--- src/rtl/qtl_pkg.sv ---
// Shared types and constants for the query token lexer.
package qtl_pkg;

	typedef enum logic [1:0] {
		MODE_IDLE  = 2'd0,
		MODE_DIGIT = 2'd1,
		MODE_ALPHA = 2'd2
	} run_mode_t;

	typedef enum logic [3:0] {
		KIND_INT    = 4'd0,
		KIND_IDENT  = 4'd1,
		KIND_DOT    = 4'd2,
		KIND_COMMA  = 4'd3,
		KIND_LBRACK = 4'd4,
		KIND_RBRACK = 4'd5,
		KIND_LPAREN = 4'd6,
		KIND_RPAREN = 4'd7,
		KIND_BAD    = 4'd8,
		KIND_OVF    = 4'd9
	} token_kind_t;

	localparam logic FUNC_CHAR = 1'b0;
	localparam logic FUNC_EOI  = 1'b1;

	localparam logic [7:0] CH_DOT    = 8'h2E;
	localparam logic [7:0] CH_COMMA  = 8'h2C;
	localparam logic [7:0] CH_LBRACK = 8'h5B;
	localparam logic [7:0] CH_RBRACK = 8'h5D;
	localparam logic [7:0] CH_LPAREN = 8'h28;
	localparam logic [7:0] CH_RPAREN = 8'h29;
	localparam logic [7:0] CH_SPACE  = 8'h20;
	localparam logic [7:0] CH_TAB    = 8'h09;
	localparam logic [7:0] CH_CR     = 8'h0D;
	localparam logic [7:0] CH_LF     = 8'h0A;
	localparam logic [7:0] CH_ZERO   = 8'h30;
	localparam logic [7:0] CH_NINE   = 8'h39;
	localparam logic [7:0] CH_UPPER_A = 8'h41;
	localparam logic [7:0] CH_UPPER_Z = 8'h5A;
	localparam logic [7:0] CH_LOWER_A = 8'h61;
	localparam logic [7:0] CH_LOWER_Z = 8'h7A;

	localparam logic [62:0] INT_MAX63 = {63{1'b1}};
	localparam logic [31:0] LEN_MAX   = 32'hFFFF_FFFF;

	// Result queue: four entries, two free slots needed to take an item.
	localparam int FIFO_DEPTH = 4;
	localparam int FIFO_AW    = 2;
	localparam int FIFO_CW    = 3;

	typedef struct packed {
		token_kind_t  kind;
		logic [62:0]  value;
		logic [31:0]  column;
		logic [31:0]  length;
		logic         last;
	} token_t;

	typedef struct packed {
		logic push0;
		logic push1;
	} fifo_wr_t;

endpackage

--- src/rtl/qtl_out_fifo.sv ---
// Four-entry result queue that takes up to two tokens per cycle.
module qtl_out_fifo import qtl_pkg::*; (
	input  logic     clk,
	input  logic     arst_n,
	input  fifo_wr_t wr,
	input  token_t   tok0,
	input  token_t   tok1,
	input  logic     pop,
	output token_t   head,
	output logic     head_valid,
	output logic     room
);

	token_t               mem [FIFO_DEPTH];
	logic [FIFO_AW-1:0]   wr_ptr_q;
	logic [FIFO_AW-1:0]   rd_ptr_q;
	logic [FIFO_CW-1:0]   cnt_q;
	logic [FIFO_AW-1:0]   wr_ptr_next1;
	logic                 do_pop;

	assign wr_ptr_next1 = wr_ptr_q + FIFO_AW'(1);
	assign head_valid   = (cnt_q != '0);
	assign do_pop       = pop && head_valid;
	assign room         = (cnt_q <= FIFO_CW'(FIFO_DEPTH - 2));
	assign head         = mem[rd_ptr_q];

	always_ff @(posedge clk) begin
		if (wr.push0) begin
			mem[wr_ptr_q] <= tok0;
		end
		if (wr.push1) begin
			mem[wr_ptr_next1] <= tok1;
		end
	end

	always_ff @(posedge clk or negedge arst_n) begin
		if (!arst_n) begin
			wr_ptr_q <= '0;
			rd_ptr_q <= '0;
			cnt_q    <= '0;
		end else begin
			wr_ptr_q <= wr_ptr_q + FIFO_AW'(wr.push0) + FIFO_AW'(wr.push1);
			rd_ptr_q <= rd_ptr_q + FIFO_AW'(do_pop);
			cnt_q    <= cnt_q + FIFO_CW'(wr.push0) + FIFO_CW'(wr.push1) - FIFO_CW'(do_pop);
		end
	end

	a_cnt_bound: assert property (@(posedge clk) disable iff (!arst_n)
		cnt_q <= FIFO_CW'(FIFO_DEPTH))
		else $error("result queue count past its depth");

	a_push_order: assert property (@(posedge clk) disable iff (!arst_n)
		wr.push1 |-> wr.push0)
		else $error("second token written without a first");

	a_no_overrun: assert property (@(posedge clk) disable iff (!arst_n)
		(wr.push0 || wr.push1) |-> room)
		else $error("tokens written into a queue without room for two");

endmodule

--- src/rtl/query_token_lexer_top.sv ---
// Query token lexer: character classifier, run tracking and result queue.
// A token is written into the registered result queue on the character transfer and is output from the queue head.
// Throughput: one character per cycle while the result side keeps up; an item
// that flushes a run and emits a punctuation token puts two tokens in the queue,
// and input stalls whenever the four-entry result queue has fewer than two slots.
// Reset clears run state, column counter and queue pointers; no clearing pass.
module query_token_lexer_top import qtl_pkg::*; #(
	parameter int COLUMN_WIDTH = 32
) (
	input  logic        clk,
	input  logic        arst_n,
	input  logic        in_valid,
	output logic        in_stall,
	input  logic        func,
	input  logic [7:0]  ch,
	output logic        out_valid,
	input  logic        out_stall,
	output logic [3:0]  token_kind,
	output logic [62:0] int_value,
	output logic [31:0] start_column,
	output logic [31:0] token_length,
	output logic        last
);

	run_mode_t               mode_q;
	logic [62:0]             acc_q;
	logic                    ovf_q;
	logic [COLUMN_WIDTH-1:0] run_col_q;
	logic [31:0]             run_len_q;
	logic [COLUMN_WIDTH-1:0] col_q;

	logic        accept;
	logic        room;
	logic        is_digit, is_alpha, is_space;
	logic        cont_digit, cont_alpha;
	logic        has_flush, has_char;
	token_kind_t char_kind;
	logic [3:0]  digit;
	logic [62:0] digit_base;
	logic [66:0] prod;
	logic        prod_ovf;
	logic [31:0] len_inc;
	logic [63:0] col_wide, run_col_wide;
	token_t      flush_tok, char_tok, tok0, tok1, head;
	fifo_wr_t    wr;

	assign accept   = in_valid && !in_stall;
	assign in_stall = !room;

	assign is_digit = (ch >= CH_ZERO) && (ch <= CH_NINE);
	assign is_alpha = ((ch >= CH_UPPER_A) && (ch <= CH_UPPER_Z)) ||
	                  ((ch >= CH_LOWER_A) && (ch <= CH_LOWER_Z));
	assign is_space = (ch == CH_SPACE) || (ch == CH_TAB) || (ch == CH_CR) || (ch == CH_LF);

	always_comb begin
		unique case (ch)
			CH_DOT:    char_kind = KIND_DOT;
			CH_COMMA:  char_kind = KIND_COMMA;
			CH_LBRACK: char_kind = KIND_LBRACK;
			CH_RBRACK: char_kind = KIND_RBRACK;
			CH_LPAREN: char_kind = KIND_LPAREN;
			CH_RPAREN: char_kind = KIND_RPAREN;
			default:   char_kind = KIND_BAD;
		endcase
	end

	assign cont_digit = (func == FUNC_CHAR) && (mode_q == MODE_DIGIT) && is_digit;
	assign cont_alpha = (func == FUNC_CHAR) && (mode_q == MODE_ALPHA) && is_alpha;
	assign has_flush  = (mode_q != MODE_IDLE) && !cont_digit && !cont_alpha;
	assign has_char   = (func == FUNC_CHAR) && !cont_digit && !cont_alpha &&
	                    !is_digit && !is_alpha && !is_space;

	// value * 10 + digit as two shifted adds; a result past 2^63 - 1 is overflow.
	assign digit      = ch[3:0] - CH_ZERO[3:0];
	assign digit_base = cont_digit ? acc_q : '0;
	assign prod       = ({4'b0, digit_base} << 3) + ({4'b0, digit_base} << 1) + 67'(digit);
	assign prod_ovf   = (prod > {4'b0, INT_MAX63});
	assign len_inc    = (run_len_q == LEN_MAX) ? run_len_q : run_len_q + 32'd1;

	assign col_wide     = 64'(col_q);
	assign run_col_wide = 64'(run_col_q);

	always_comb begin
		flush_tok.kind   = (mode_q == MODE_DIGIT) ? (ovf_q ? KIND_OVF : KIND_INT) : KIND_IDENT;
		flush_tok.value  = ((mode_q == MODE_DIGIT) && !ovf_q) ? acc_q : '0;
		flush_tok.column = run_col_wide[31:0];
		flush_tok.length = run_len_q;
		flush_tok.last   = !has_char;

		char_tok.kind   = char_kind;
		char_tok.value  = '0;
		char_tok.column = col_wide[31:0];
		char_tok.length = 32'd1;
		char_tok.last   = 1'b1;

		tok0 = has_flush ? flush_tok : char_tok;
		tok1 = char_tok;

		wr.push0 = accept && (has_flush || has_char);
		wr.push1 = accept && has_flush && has_char;
	end

	always_ff @(posedge clk or negedge arst_n) begin
		if (!arst_n) begin
			mode_q    <= MODE_IDLE;
			acc_q     <= '0;
			ovf_q     <= 1'b0;
			run_col_q <= '0;
			run_len_q <= '0;
			col_q     <= '0;
		end else if (accept) begin
			if (func == FUNC_EOI) begin
				mode_q    <= MODE_IDLE;
				acc_q     <= '0;
				ovf_q     <= 1'b0;
				run_col_q <= '0;
				run_len_q <= '0;
				col_q     <= '0;
			end else begin
				col_q <= col_q + COLUMN_WIDTH'(1);
				priority if (cont_digit) begin
					// Once overflowed, the run keeps counting digits but stops accumulating.
					if (!ovf_q) begin
						if (prod_ovf) begin
							ovf_q <= 1'b1;
						end else begin
							acc_q <= prod[62:0];
						end
					end
					run_len_q <= len_inc;
				end else if (cont_alpha) begin
					run_len_q <= len_inc;
				end else if (is_digit) begin
					mode_q    <= MODE_DIGIT;
					acc_q     <= prod[62:0];
					ovf_q     <= 1'b0;
					run_col_q <= col_q;
					run_len_q <= 32'd1;
				end else if (is_alpha) begin
					mode_q    <= MODE_ALPHA;
					acc_q     <= '0;
					ovf_q     <= 1'b0;
					run_col_q <= col_q;
					run_len_q <= 32'd1;
				end else begin
					mode_q    <= MODE_IDLE;
					acc_q     <= '0;
					ovf_q     <= 1'b0;
					run_len_q <= '0;
				end
			end
		end
	end

	qtl_out_fifo u_fifo (
		.clk        (clk),
		.arst_n     (arst_n),
		.wr         (wr),
		.tok0       (tok0),
		.tok1       (tok1),
		.pop        (!out_stall),
		.head       (head),
		.head_valid (out_valid),
		.room       (room)
	);

	assign token_kind   = head.kind;
	assign int_value    = head.value;
	assign start_column = head.column;
	assign token_length = head.length;
	assign last         = head.last;

	a_eoi_clears: assert property (@(posedge clk) disable iff (!arst_n)
		(accept && (func == FUNC_EOI)) |=> ((col_q == '0) && (mode_q == MODE_IDLE)))
		else $error("end of input did not return the lexer to idle");

	a_out_hold: assert property (@(posedge clk) disable iff (!arst_n)
		(out_valid && out_stall) |=> (out_valid &&
			$stable({token_kind, int_value, start_column, token_length, last})))
		else $error("stalled result transfer changed or dropped");

	a_run_len: assert property (@(posedge clk) disable iff (!arst_n)
		(mode_q != MODE_IDLE) |-> (run_len_q != '0))
		else $error("pending run with zero length");

endmodule
--- config.mk ---
export PLATFORM = sky130hd
export DESIGN_NAME = query_token_lexer_top
export DESIGN_NICKNAME = d
export VERILOG_FILES = /design/src/rtl/qtl_pkg.sv /design/src/rtl/qtl_out_fifo.sv /design/src/rtl/query_token_lexer_top.sv
export SDC_FILE = /design/constraint.sdc
export NUM_CORES = 1
export LEC_CHECK = 0
export BUFFER_PORTS_ARGS = -buffer_cell sky130_fd_sc_hd__clkbuf_2
export CORE_MARGIN = 4
export CORE_UTILIZATION = 45
export CTS_CLUSTER_SIZE = 24
export DETAILED_ROUTE_END_ITERATION = 8
export PLACE_DENSITY_LB_ADDON = 0.05
export SLEW_MARGIN = 40
export SYNTH_ARGS = -nofsm -noshare
export SYNTH_HDL_FRONTEND = slang
export SYNTH_SLANG_ARGS = --single-unit
--- constraint.sdc ---
create_clock -name clk -period 7.9 [get_ports clk]
set_clock_uncertainty 0.1 [all_clocks]
set_input_delay 0.79 -clock clk [delete_from_list [all_inputs] [get_ports clk]]
set_output_delay 0.79 -clock clk [all_outputs]
set_load 0.01 [all_outputs]
==> flow_metrics.py <==
metrics = {
    "worst_hold_path": {
        "hp-class": "in -> async",
    },
    "run": {
        "drv_cap": 0,
    },
    "die": {
        "rows": 99,
        "fp.coreArea_sq_mm": 0.0733,
        "pin_count": 147,
        "die_w_microns": 281,
        "fp.dieH_microns": 281,
        "die-area_sq_mm": 0.0787,
        "start_util": 0.456,
    },
    "cts": {
        "cts_sinks": 697,
        "cts_setup_buffers": 0,
        "cts_buffers": 77,
        "holdBufCountCts": 0,
        "root_buffer": "clkbuf_16",
        "insertion_delay_ns": 0.62,
        "path_clk_slew_ns": 0.06,
        "cts_tree": "yes",
        "htree_levels": 3,
        "clockBufferDepth": 3,
        "cts_resized": 0,
    },
    "synth": {
        "async_flop_share": 0.242,
        "syn_nets": 2981,
        "ys_seq_area_frac": 0.486,
        "yosys.area.top_type_share": 0.230,
        "yosys.area.top_type": "dfxtp_1",
        "synth.most_common_cell": "dfxtp_1",
        "synth_cell_types": 74,
        "synth_edf_count": 144,
        "yosys_most_used_dff": "dfxtp_1",
        "synth_area_leaders": "dfxtp_1 23%, edfxtp_1 13%, dfrtp_1 13%",
        "synthCells": 2834,
        "synth-seq-cells": 697,
        "synth-warning-count": 0,
        "netlist_top_cells_count": "384 x dfxtp_1, 375 x a32o_1, 214 x clkbuf_1",
        "synth_area_per_cell_sq_um": 11.8,
        "syn_area_sq_mm": 0.0334,
    },
    "global_route": {
        "grt_pass1_vias": 25057,
        "grt_max_degree": 118,
        "grt.overflow.total": 0,
        "grt_util_all_layers": 0.235,
        "grt_pass1_wl_mm": 146,
        "antenna_found_initial": 5,
    },
    "outcome": {
        "status": "finished, final reports clean",
    },
    "final_layout": {
        "seqCellArea_sq_mm": 0.0162,
        "multiInputGateArea_sq_mm": 0.0160,
        "layout.nets": 2976,
        "layout-drive-gt1-share": 0.179,
        "area_growth_syn_to_layout_pct": 12.7,
        "fin_cells": 3855,
        "fillers": 6417,
    },
    "drt": {
        "vias": 24756,
        "antenna_left": 0,
        "drt-initial-drc-count": 1670,
        "dr.pass1.iters": 5,
        "wl_per_cell_microns": 24.4,
        "vias_per_cell": 6.42,
        "drc_errors": 0,
        "drt_wl_total_mm": 94.2,
    },
    "setup_path": {
        "rr_worst_depth": 17,
        "endpoint": "acc_q[29]$_DFFE_PN0P_",
        "reg2reg_from": "mode_q[0]$_DFFE_PN0P_",
        "regToRegSetupSlack_ns": 2.38,
        "worstPathRequired_ns": 8.35,
        "critPathKind": "in -> reg",
        "arrival_ns": 6.75,
        "cp_max_fo": 34,
        "cp-start-kind": "input port",
        "rr_endpoint": "acc_q[29]$_DFFE_PN0P_",
        "setup.worst_path.end_class": "register",
        "crit_start": "ch[6]",
    },
    "placement": {
        "place_inst": 3709,
        "place_hpwl_mm": 57.8,
        "port_buffers": 146,
        "gp_congestion": 0.892,
    },
    "pwr": {
        "ir_drop_v": 0.000304,
        "total_leakage_power_nw": 15.1,
        "p_total_mw": 10.1,
        "powerDensity_mw_per_mm2": 269,
    },
    "sta": {
        "setup_tns_ns": 0,
        "grt_setup_unrepaired": "false",
        "max_freq_mhz": 159,
        "tightestPinTransition_ns": 0.878,
        "finalHoldViolations": 0,
        "period_needed_ns": 6.30,
        "relSlewSlack": 0.415,
        "setup_violations": 0,
        "slew_violations": 0,
        "period_share": 0.797,
    },
}
## layout make-up
cell class	instances	share of cell area
tap	959	0.0319
clock inverter	28	0.00658
sequential	697	0.431
clock buffer	115	0.0617
timing repair buffer	205	0.0384
inverter	44	0.00438
antenna	3	0.000199
multi-input combinational	1804	0.426
## sequential cells by signal, summed over array words and instances (netlist names), 3 cells and up
| register | flops |
|---|---|
| acc_q | 63 |
| col_q | 32 |
| run_col_q | 32 |
| run_len_q | 32 |
| u_fifo.cnt_q | 3 |
| u_fifo.mem | 528 |
## cells in the final DEF (no fill, tap or decap), types with 19 or more instances in the layout
cell type and n:
ha_1 130, nor2_1 126, edfxtp_1 144, clkbuf_8 19, and3_1 75, o21ai_0 77
clkbuf_16 81, nand2_1 118, nor3_1 24, nand3_1 39, xnor2_1 62, clkbuf_2 145
xor2_1 47, inv_1 44, nand4_1 30, dfxtp_1 384, a21oi_1 120, a32o_1 375
mux4_2 132, buf_4 30, a22o_1 210, dfrtp_1 167
## power breakdown
part / switching, mW / internal [mW]
Sequential: 0.193 / 3.83
Clock: 1.47 / 2.14
Combinational: 1.74 / 0.767
## through the flow
| stage | instance area, sq um | setup WS [ns] | hold WS (ns) | util |
|---|---|---|---|---|
| 6_report | 37700 | 1.60 | 0.0228 | 0.514 |
| 5_1_grt | 37700 | 1.18 | 0.0438 | 0.514 |
| 4_1_cts | 37700 | 1.71 | 0.0225 | 0.513 |
| 3_5_place_dp | 35100 | 1.07 | 0.348 | 0.478 |
| 3_3_place_gp | 34700 | 1.16 | 0.340 | 0.473 |
| 2_1_floorplan | 33400 | 2.34 | 0.333 | - |
## metal layers
| metal | vias up | GRT usage | wire length, microns |
|---|---|---|---|
| met2 | 693 | 0.404 | 46500 |
| met3 | 147 | 0.0336 | 4940 |
| li1 | 11224 | - | - |
| met5 | - | 0 | 27 |
| met4 | 4 | 0.0660 | 2060 |
| met1 | 12688 | 0.312 | 40700 |
## worst max-delay path: stages
cell and delay [ns]:
clkbuf_2 0.11, nor2_1 0.39, and2_1 0.24, nand3_1 0.17, nor2_4 0.53, buf_4 0.40
and3_1 0.26, ha_1 0.25, ha_1 0.38, a21oi_1 0.23, o21ai_1 0.14, a221oi_2 0.32
nand2_1 0.09, a311o_1 0.34, a221oi_2 0.44, o21ai_1 0.16, and4_1 0.24, a2111oi_4 0.40
a31o_2 0.25, buf_4 0.35, a22o_1 0.20
## how the worst min path moves through the flow
stage	to	slack, ns
final	run_len_q[16]$_DFFE_PN0P_	0.02
after global routing	run_len_q[14]$_DFFE_PN0P_	0.04
after CTS	run_len_q[16]$_DFFE_PN0P_	0.02
after detailed placement	u_fifo.mem[2][126]$_SDFFE_PP0P_	0.35
after global placement	u_fifo.mem[2][5]$_SDFFE_PP0P_	0.34
after floorplan	u_fifo.mem[2][127]$_SDFFE_PP0P_	0.33
## cell families (layout without fill, tap and decap cells)
kind of cell	Yosys count	count (layout)	share of synthesized area
other	0	3	0
AO/OA/AOI/OAI	902	902	0.226
XOR/XNOR	109	109	0.0286
multiplexers	137	137	0.0905
buffers and inverters	333	392	0.0400
flip-flops	697	697	0.486
AND/OR/NAND/NOR	522	522	0.0778
adder cells (fa/ha/maj)	134	134	0.0511
No activity file was read; power rests on OpenSTA's default activity.
